File: config.mk
export PLATFORM = sky130hd
export DESIGN_NAME = ranked_list_insert_remove_top
export DESIGN_NICKNAME = d
export VERILOG_FILES = /design/src/hdl/rli_pkg.sv /design/src/hdl/ranked_list_insert_remove_top.sv /design/src/hdl/rli_ram.sv
export SDC_FILE = /design/constraint.sdc
export NUM_CORES = 2
export LEC_CHECK = 0
export BUFFER_PORTS_ARGS = -buffer_cell sky130_fd_sc_hd__buf_2
export CAP_MARGIN = 20
export CORE_MARGIN = 2
export CORE_UTILIZATION = 25
export DETAILED_ROUTE_END_ITERATION = 8
export GPL_TIMING_DRIVEN = 0
export SLEW_MARGIN = 30
export SYNTH_ARGS = -nofsm -noshare
export SYNTH_HDL_FRONTEND = slang
export SYNTH_SLANG_ARGS = --single-unit
File: constraint.sdc
create_clock -name clk -period 6.15 [get_ports clk]
set_input_delay 0.9225 -clock clk [delete_from_list [all_inputs] [get_ports clk]]
set_output_delay 0.9225 -clock clk [all_outputs]
set_load 0.05 [all_outputs]
File: src/hdl/rli_pkg.sv
package rli_pkg;

    // Default sizing
    localparam int CAPACITY_DEF   = 64;
    localparam int ELEM_WIDTH_DEF = 32;

    // Fixed port field widths
    localparam int OP_W   = 2;
    localparam int POS_W  = 7;
    localparam int WORD_W = 32;
    localparam int CNT_W  = 7;

    typedef enum logic [OP_W-1:0] {
        OP_INSERT = 2'd0,
        OP_REMOVE = 2'd1,
        OP_READ   = 2'd2,
        OP_WRITE  = 2'd3
    } op_t;

    typedef enum logic [1:0] {
        ST_OK    = 2'd0,
        ST_RANGE = 2'd1,
        ST_FULL  = 2'd2,
        ST_ORDER = 2'd3
    } status_t;

endpackage

File: src/hdl/ranked_list_insert_remove_top.sv
// Ranked list store: ordered list of up to CAPACITY words in one RAM plus a count.
// Read, write and refused operations go straight to the result state; insert moves the
// entries at or after the position up by one through the shift state when any exist, then
// writes the new word; remove moves the entries after the clipped end down when any exist.
// One operation in flight; a shift moves one entry per cycle through the single RAM port pair.
// Reset (async, active low) empties the list; RAM contents stay undefined, no clearing pass.
module ranked_list_insert_remove_top
    import rli_pkg::*;
#(
    parameter int CAPACITY   = CAPACITY_DEF,
    parameter int ELEM_WIDTH = ELEM_WIDTH_DEF
) (
    input  logic              clk,
    input  logic              rst_n,
    // request channel
    input  logic              in_valid,
    output logic              in_stall,
    input  logic [OP_W-1:0]   operation,
    input  logic [POS_W-1:0]  position,
    input  logic [POS_W-1:0]  end_position,
    input  logic [WORD_W-1:0] value,
    // result channel
    output logic              out_valid,
    input  logic              out_stall,
    output logic [WORD_W-1:0] read_value,
    output logic [1:0]        status,
    output logic [CNT_W-1:0]  removed_count,
    output logic [CNT_W-1:0]  count_after
);

    // AW: RAM address, CW: count (0..CAPACITY), PW: common compare width
    localparam int AW = $clog2(CAPACITY);
    localparam int CW = $clog2(CAPACITY + 1);
    localparam int PW = (CW > POS_W) ? CW : POS_W;

    typedef enum logic [3:0] {
        S_IDLE  = 4'b0001,  // waiting for a request transfer
        S_SHIFT = 4'b0010,  // moving entries, one read and one write per cycle
        S_PUT   = 4'b0100,  // insert: place the new word at its rank
        S_DONE  = 4'b1000   // result ready, waiting for output register
    } state_t;

    state_t          state_reg;
    logic [CW-1:0]   count_reg;
    logic            issue_reg;      // shift reads still to be issued
    logic            pend_reg;       // shift read in flight, write back this cycle
    logic            out_valid_reg;

    op_t             op_reg;
    status_t         status_reg;
    logic [AW-1:0]   pos_reg;
    logic [ELEM_WIDTH-1:0] val_reg;
    logic [CW-1:0]   n_reg;          // entries removed
    logic [AW-1:0]   ptr_reg;        // next shift read address
    logic [AW-1:0]   last_reg;       // final shift read address
    logic [AW-1:0]   pend_addr_reg;  // address of the read in flight

    logic [WORD_W-1:0] read_value_reg;
    status_t           status_out_reg;
    logic [CNT_W-1:0]  removed_reg;
    logic [CNT_W-1:0]  count_after_reg;

    // RAM port signals
    logic                  ram_wr_en;
    logic [AW-1:0]         ram_wr_addr;
    logic [ELEM_WIDTH-1:0] ram_wr_data;
    logic                  ram_rd_en;
    logic [AW-1:0]         ram_rd_addr;
    logic [ELEM_WIDTH-1:0] ram_rd_data;

    logic    in_xfer;
    logic    out_free;
    op_t     dec_op;
    status_t dec_status;
    logic [PW-1:0] pos_ext;
    logic [PW-1:0] endp_ext;
    logic [PW-1:0] cnt_ext;
    logic [PW-1:0] hi_clip;
    logic [CW-1:0] n_calc;
    logic [CW-1:0] count_new;

    assign in_stall = (state_reg != S_IDLE);
    assign in_xfer  = in_valid && !in_stall;
    // output register can take a new result this cycle
    assign out_free = !out_valid_reg || !out_stall;

    //------------------------------------------------------------------
    // Request decode: status, clipped range end, removed count
    //------------------------------------------------------------------
    always_comb
    begin
        dec_op   = op_t'(operation);
        pos_ext  = PW'(position);
        endp_ext = PW'(end_position);
        cnt_ext  = PW'(count_reg);
        hi_clip  = (endp_ext > cnt_ext) ? cnt_ext : endp_ext;
        n_calc   = CW'(hi_clip - pos_ext);
        case (dec_op)
            OP_INSERT:
            begin
                if (pos_ext > cnt_ext)
                    dec_status = ST_RANGE;
                else if (count_reg == CW'(CAPACITY))
                    dec_status = ST_FULL;
                else
                    dec_status = ST_OK;
            end
            OP_REMOVE:
            begin
                if (endp_ext < pos_ext)
                    dec_status = ST_ORDER;
                else if (pos_ext > cnt_ext)
                    dec_status = ST_RANGE;
                else
                    dec_status = ST_OK;
            end
            default:
            begin
                dec_status = (pos_ext < cnt_ext) ? ST_OK : ST_RANGE;
            end
        endcase
    end

    //------------------------------------------------------------------
    // RAM port muxing. Insert shifts downward (read i-1, write i) and
    // remove shifts upward (read i, write i-n), so the write, which follows
    // its read in the next cycle, never touches an address still to be read.
    //------------------------------------------------------------------
    always_comb
    begin
        ram_wr_en   = 1'b0;
        ram_wr_addr = pend_addr_reg;
        ram_wr_data = ram_rd_data;
        ram_rd_en   = 1'b0;
        ram_rd_addr = ptr_reg;
        unique case (state_reg)
            S_IDLE:
            begin
                ram_rd_addr = AW'(position);
                ram_wr_addr = AW'(position);
                ram_wr_data = ELEM_WIDTH'(value);
                ram_rd_en   = in_xfer && (dec_op == OP_READ) && (dec_status == ST_OK);
                ram_wr_en   = in_xfer && (dec_op == OP_WRITE) && (dec_status == ST_OK);
            end
            S_SHIFT:
            begin
                ram_rd_en   = issue_reg;
                ram_wr_en   = pend_reg;
                ram_wr_addr = (op_reg == OP_INSERT) ? (pend_addr_reg + AW'(1))
                                                    : (pend_addr_reg - AW'(n_reg));
            end
            S_PUT:
            begin
                ram_wr_en   = 1'b1;
                ram_wr_addr = pos_reg;
                ram_wr_data = val_reg;
            end
            S_DONE:
            begin
                ram_wr_en = 1'b0;
            end
            default:
            begin
                ram_wr_en = 1'b0;
            end
        endcase
    end

    // count after a successful insert or remove
    always_comb
    begin
        count_new = count_reg;
        if (status_reg == ST_OK)
        begin
            if (op_reg == OP_INSERT)
                count_new = count_reg + CW'(1);
            else if (op_reg == OP_REMOVE)
                count_new = count_reg - n_reg;
        end
    end

    //------------------------------------------------------------------
    // Control registers
    //------------------------------------------------------------------
    always_ff @(posedge clk or negedge rst_n)
    begin
        if (!rst_n)
        begin
            state_reg     <= S_IDLE;
            count_reg     <= '0;
            issue_reg     <= 1'b0;
            pend_reg      <= 1'b0;
            out_valid_reg <= 1'b0;
        end
        else
        begin
            if (out_valid_reg && !out_stall)
                out_valid_reg <= 1'b0;
            pend_reg <= 1'b0;
            unique case (state_reg)
                S_IDLE:
                begin
                    if (in_xfer)
                    begin
                        state_reg <= S_DONE;
                        if (dec_status == ST_OK && dec_op == OP_INSERT)
                        begin
                            if (cnt_ext > pos_ext)
                            begin
                                state_reg <= S_SHIFT;
                                issue_reg <= 1'b1;
                            end
                            else
                                state_reg <= S_PUT;
                        end
                        else if (dec_status == ST_OK && dec_op == OP_REMOVE &&
                                 n_calc != '0 && hi_clip < cnt_ext)
                        begin
                            state_reg <= S_SHIFT;
                            issue_reg <= 1'b1;
                        end
                    end
                end
                S_SHIFT:
                begin
                    pend_reg <= issue_reg;
                    if (issue_reg && ptr_reg == last_reg)
                        issue_reg <= 1'b0;
                    // last read went out last cycle; its write lands now
                    if (!issue_reg)
                        state_reg <= (op_reg == OP_INSERT) ? S_PUT : S_DONE;
                end
                S_PUT:
                begin
                    state_reg <= S_DONE;
                end
                S_DONE:
                begin
                    if (out_free)
                    begin
                        count_reg     <= count_new;
                        out_valid_reg <= 1'b1;
                        state_reg     <= S_IDLE;
                    end
                end
                default:
                begin
                    state_reg <= S_IDLE;
                end
            endcase
        end
    end

    //------------------------------------------------------------------
    // Datapath registers
    //------------------------------------------------------------------
    always_ff @(posedge clk)
    begin
        if (in_xfer)
        begin
            op_reg     <= dec_op;
            status_reg <= dec_status;
            pos_reg    <= AW'(position);
            val_reg    <= ELEM_WIDTH'(value);
            n_reg      <= n_calc;
            if (dec_op == OP_INSERT)
            begin
                ptr_reg  <= AW'(count_reg - CW'(1));
                last_reg <= AW'(position);
            end
            else
            begin
                ptr_reg  <= AW'(hi_clip);
                last_reg <= AW'(count_reg - CW'(1));
            end
        end
        else if (state_reg == S_SHIFT && issue_reg)
        begin
            pend_addr_reg <= ptr_reg;
            if (op_reg == OP_INSERT)
                ptr_reg <= ptr_reg - AW'(1);
            else
                ptr_reg <= ptr_reg + AW'(1);
        end

        if (state_reg == S_DONE && out_free)
        begin
            // read data stays in the RAM output register since the read
            read_value_reg  <= (op_reg == OP_READ && status_reg == ST_OK)
                               ? WORD_W'(ram_rd_data) : '0;
            status_out_reg  <= status_reg;
            removed_reg     <= (op_reg == OP_REMOVE && status_reg == ST_OK)
                               ? CNT_W'(n_reg) : '0;
            count_after_reg <= CNT_W'(count_new);
        end
    end

    rli_ram #(
        .WIDTH (ELEM_WIDTH),
        .DEPTH (CAPACITY)
    ) u_ram (
        .clk     (clk),
        .wr_en   (ram_wr_en),
        .wr_addr (ram_wr_addr),
        .wr_data (ram_wr_data),
        .rd_en   (ram_rd_en),
        .rd_addr (ram_rd_addr),
        .rd_data (ram_rd_data)
    );

    assign out_valid     = out_valid_reg;
    assign read_value    = read_value_reg;
    assign status        = status_out_reg;
    assign removed_count = removed_reg;
    assign count_after   = count_after_reg;

    //------------------------------------------------------------------
    // Assertions
    //------------------------------------------------------------------
    // list never grows beyond capacity
    a_count_bound: assert property (@(posedge clk) disable iff (!rst_n)
        count_reg <= CW'(CAPACITY))
        else $error("entry count exceeds capacity");

    // a result only appears after the sequencer finished an operation
    a_result_src: assert property (@(posedge clk) disable iff (!rst_n)
        $rose(out_valid_reg) |-> $past(state_reg == S_DONE))
        else $error("result without completed operation");

    // once reads stop, the last one must still be writing back
    a_shift_drain: assert property (@(posedge clk) disable iff (!rst_n)
        (state_reg == S_SHIFT && !issue_reg) |-> pend_reg)
        else $error("shift ended without pending write");

    // no RAM activity while a result waits
    a_done_quiet: assert property (@(posedge clk) disable iff (!rst_n)
        (state_reg == S_DONE) |-> (!ram_wr_en && !ram_rd_en))
        else $error("RAM access in done state");

endmodule

File: src/hdl/rli_ram.sv
module rli_ram #(
    parameter int WIDTH = 32,
    parameter int DEPTH = 64
) (
    input  logic                     clk,
    input  logic                     wr_en,
    input  logic [$clog2(DEPTH)-1:0] wr_addr,
    input  logic [WIDTH-1:0]         wr_data,
    input  logic                     rd_en,
    input  logic [$clog2(DEPTH)-1:0] rd_addr,
    output logic [WIDTH-1:0]         rd_data
);

    logic [WIDTH-1:0] mem [DEPTH];

    always_ff @(posedge clk)
    begin
        if (wr_en)
        begin
            mem[wr_addr] <= wr_data;
        end
        if (rd_en)
        begin
            rd_data <= mem[rd_addr];
        end
    end

endmodule

==> qor.csv <==
stage;metric;value;unit
outcome;status;completed;
worst_setup_path;RR Startpoint;cnt_ext[0];
synthesis;count leader, synth;edfxtp_1;
finish;largest register by flop count;u_ram.mem;
floorplanning;Die Ht;596;µm
global_routing;first-pass GRT wire length;418;mm
cts;post-CTS sizing;0;
synthesis;Post-synth EDFFs;2195;
floorplanning;die area;355000;µm²
cts;CTS Hold Bufs;1;
floorplanning;I/O pin cnt;102;
synthesis;Mapped Nets;6030;
cts;TritonCTS buffer count;218;
routing;WL final;303;mm
finish;fillcell total;34452;
timing;Hold Slack;243;ps
cts;CTS Buffer Depth;3;
finish;share of cells above drive strength 1;18.8;%
worst_hold_path;Hold Path Stages;1;
worst_setup_path;Crit path largest cell delay;740;ps
cts;clock sinks;2209;
global_routing;vias in the first global route;55257;
pwr;static leakage;35.7;nW
synthesis;Seq/Total Area, Yosys;75.6;%
pwr;VDD IR max;0.338;mV
placement;Port-buffer cells;101;
pwr;internal power of the cells;30.1;mW
cts;Clock transition at path regs;60;ps
finish;Area Overhead vs Synth;19.9;%
routing;Antenna Nets Post-Route;0;
synthesis;Yosys warning count;0;
worst_setup_path;worst-path fanout max;10;
timing;Least-Margin Pin Slew;1190;ps
timing;Tmin final;5790;ps
routing;Via-to-Cell Ratio;5.04;
placement;dpl hpwl;223;mm
routing;Post-route DRC;0;
synthesis;Syn Area/Cell;14.8;µm²
cts;number of setup buffers added after CTS;0;
worst_setup_path;CP delay by family, top;buffers and inverters;
worst_setup_path;Worst Path Buf+Inv;10;
worst_hold_path;Hold WC Path Type;input pin to flip-flop;
worst_setup_path;startpoint types;flip-flop;
worst_setup_path;reg2reg setup slack;360;ps
global_routing;initial antenna violation count;24;
synthesis;Main synth FF type;edfxtp_1;
finish;Layout Nets;6871;
worst_setup_path;CP Class;flip-flop to flip-flop;
routing;DR iter-0 viols;9462;
finish;max reg flops;2048;
routing;vias;58204;
cts;CTS HTree Levels;4;
pwr;Final Power;49.8;mW
placement;Placed Instances;11143;
timing;fin. max-slew vios;0;
pwr;logic gate share of total power;36.0;%
pwr;power density over the cells;474;nW/µm²
worst_setup_path;Worst EP required;6730;ps
timing;unrepaired setup endpoints after global routing;false;
worst_hold_path;hold endpoint;val_reg[31];
pwr;share of total power in the clock network;25.9;%
timing;Slew HR;20.4;%
cts;CTS root buffer;clkbuf_16;
synthesis;Netlist cell types;69;
placement;Placer Congestion;0.972;
pwr;sw frac;39.4;%
routing;WL/cell;26.2;µm
timing;f_max;173;MHz
global_routing;largest net degree at the start of global routing;65;
placement;Area after DPL;98200;µm²
global_routing;global-route usage over all layers;16.4;%
worst_setup_path;CP Cell Sequence;clkbuf_1, inv_1, ha_1, nand3b_1, a21oi_1, nor3_1, a211o_1, o31a_1, or2_2, clkbuf_1, clkbuf_1, nor4_2, buf_2, buf_2, buf_2, buf_2, buf_2, buf_2;
floorplanning;Die W;596;µm
worst_setup_path;crit path DAT;6380;ps
worst_setup_path;Crit. End Element;flip-flop;
worst_setup_path;slowest cell on the critical path;nor4_2;
cts;worst skew pair latency;900;ps
floorplanning;Core Area;349000;µm²
worst_setup_path;cell mode on critical path;buf_2;
timing;Final Skew;75.8;ps
finish;post-route cell area;105000;µm²
cts;TritonCTS clock tree;yes;
finish;Finished Layout Cells;11555;
worst_setup_path;reg2reg end;u_ram.mem[27][26];
timing;setup TNS;0;ps
synthesis;top post-synthesis cells by area;edfxtp_1 (75%), nand2_1 (6.1%), nand3_1 (3.2%);
pwr;sequential power share;38.1;%
floorplanning;Starting Density;25.1;%
synthesis;cell area after synthesis;87600;µm²
worst_setup_path;Worst R2R Path Depth;18;
synthesis;Seq cells post-synth;2209;
floorplanning;FP Rows;217;
timing;Hold Fails Final Rpt;0;
synthesis;top cell type's share of synthesized area;75.2;%
synthesis;async set-or-reset flop fraction in the synthesized netlist;0.634;%
timing;Setup-failing EPs final;0;
pwr;net switching power;19.6;mW
synthesis;Mapped Cells;5924;
job;Max-cap violations;0;
worst_hold_path;hold path start;value[31];
synthesis;cell taking the most area after synthesis;edfxtp_1;
routing;Detailed Routing Iterations Pass 1;9;
timing;fraction of the cycle the final worst path needs;94.2;%
synthesis;most frequent cells after synthesis;edfxtp_1 (2195), nand2_1 (1420), nand3_1 (556);
global_routing;total congestion overflow;0;
[per-stage QoR]
stage / utilization, % / setup slack, ps
after global placement: 26.9 / -6400
after CTS: 30.1 / 488
after global routing: 30.1 / 184
after floorplan: - / -241
after detailed placement: 28.1 / -55.1
final: 30.1 / 356
[power by group through the flow]
stage               clock network [mW]  logic, mW  registers, mW
detailed placement                   0       17.3           19.3
global route                      13.6       18.4           19.0
global placement                     0       16.2           19.7
finish                            12.9       17.9           19.0
CTS                               13.0       17.3           19.0
floorplan                            0       8.44           19.5
[placed cells by master, fill, tap and decap left out, types with 21 or more instances in the layout]
cell type,n
a21oi_1,174
a221oi_1,43
a22oi_1,70
a31oi_1,130
a32oi_1,79
and2_1,37
buf_1,34
buf_12,25
buf_2,533
buf_4,140
clkbuf_1,224
clkbuf_16,220
clkbuf_2,27
clkinv_1,56
clkinv_2,46
edfxtp_1,2195
ha_1,50
inv_1,40
mux2i_1,145
mux4_2,117
nand2_1,1388
nand2_4,32
nand3_1,556
nand4_1,131
nor2_1,55
nor4_2,56
o21ai_0,24
or4_1,23
xnor2_1,21
[worst max path at each step]
stage / start / end / cells after the start
after floorplan: position[1] / u_ram.mem[15][0] / 11
after global placement: position[5] / u_ram.mem[24][11] / 12
after detailed placement: position[5] / u_ram.mem[27][26] / 18
after CTS: op_reg[1] / u_ram.mem[59][24] / 19
after global routing: cnt_ext[0] / u_ram.mem[27][19] / 18
final: cnt_ext[0] / u_ram.mem[27][26] / 18
[cell type report]
cell class,instances,area (µm²),share of cell area (%)
inverter,42,158,0.150
tap,4599,5750,5.48
clock inverter,138,1170,1.11
clock buffer,256,5640,5.37
sequential,2209,66300,63.1
timing repair buffer,621,4070,3.88
buffer,360,1640,1.56
multi-input combinational,3313,20300,19.4
antenna,17,42.5,0.0405
[cells by family after synthesis]
logic type               count (synthesis)  share of synthesized area (%)
AO/OA/AOI/OAI                          584                           4.49
XOR/XNOR                                29                          0.290
adder cells (fa/ha/maj)                 54                          0.805
buffers and inverters                  402                           2.00
flip-flops                            2209                           75.6
multiplexers                           278                           4.87
AND/OR/NAND/NOR                       2368                           11.9
[layer usage]
| metal | track usage [%] | vias up | share of wire (%) |
|---|---|---|---|
| met5 | 0 | - | 0.017 |
| met4 | 9.37 | 8 | 6.5 |
| met3 | 4.65 | 731 | 12 |
| met2 | 25.2 | 3821 | 44 |
| met1 | 20.7 | 29317 | 37 |
| li1 | - | 24327 | - |
Power figures use the tool's default switching activity.
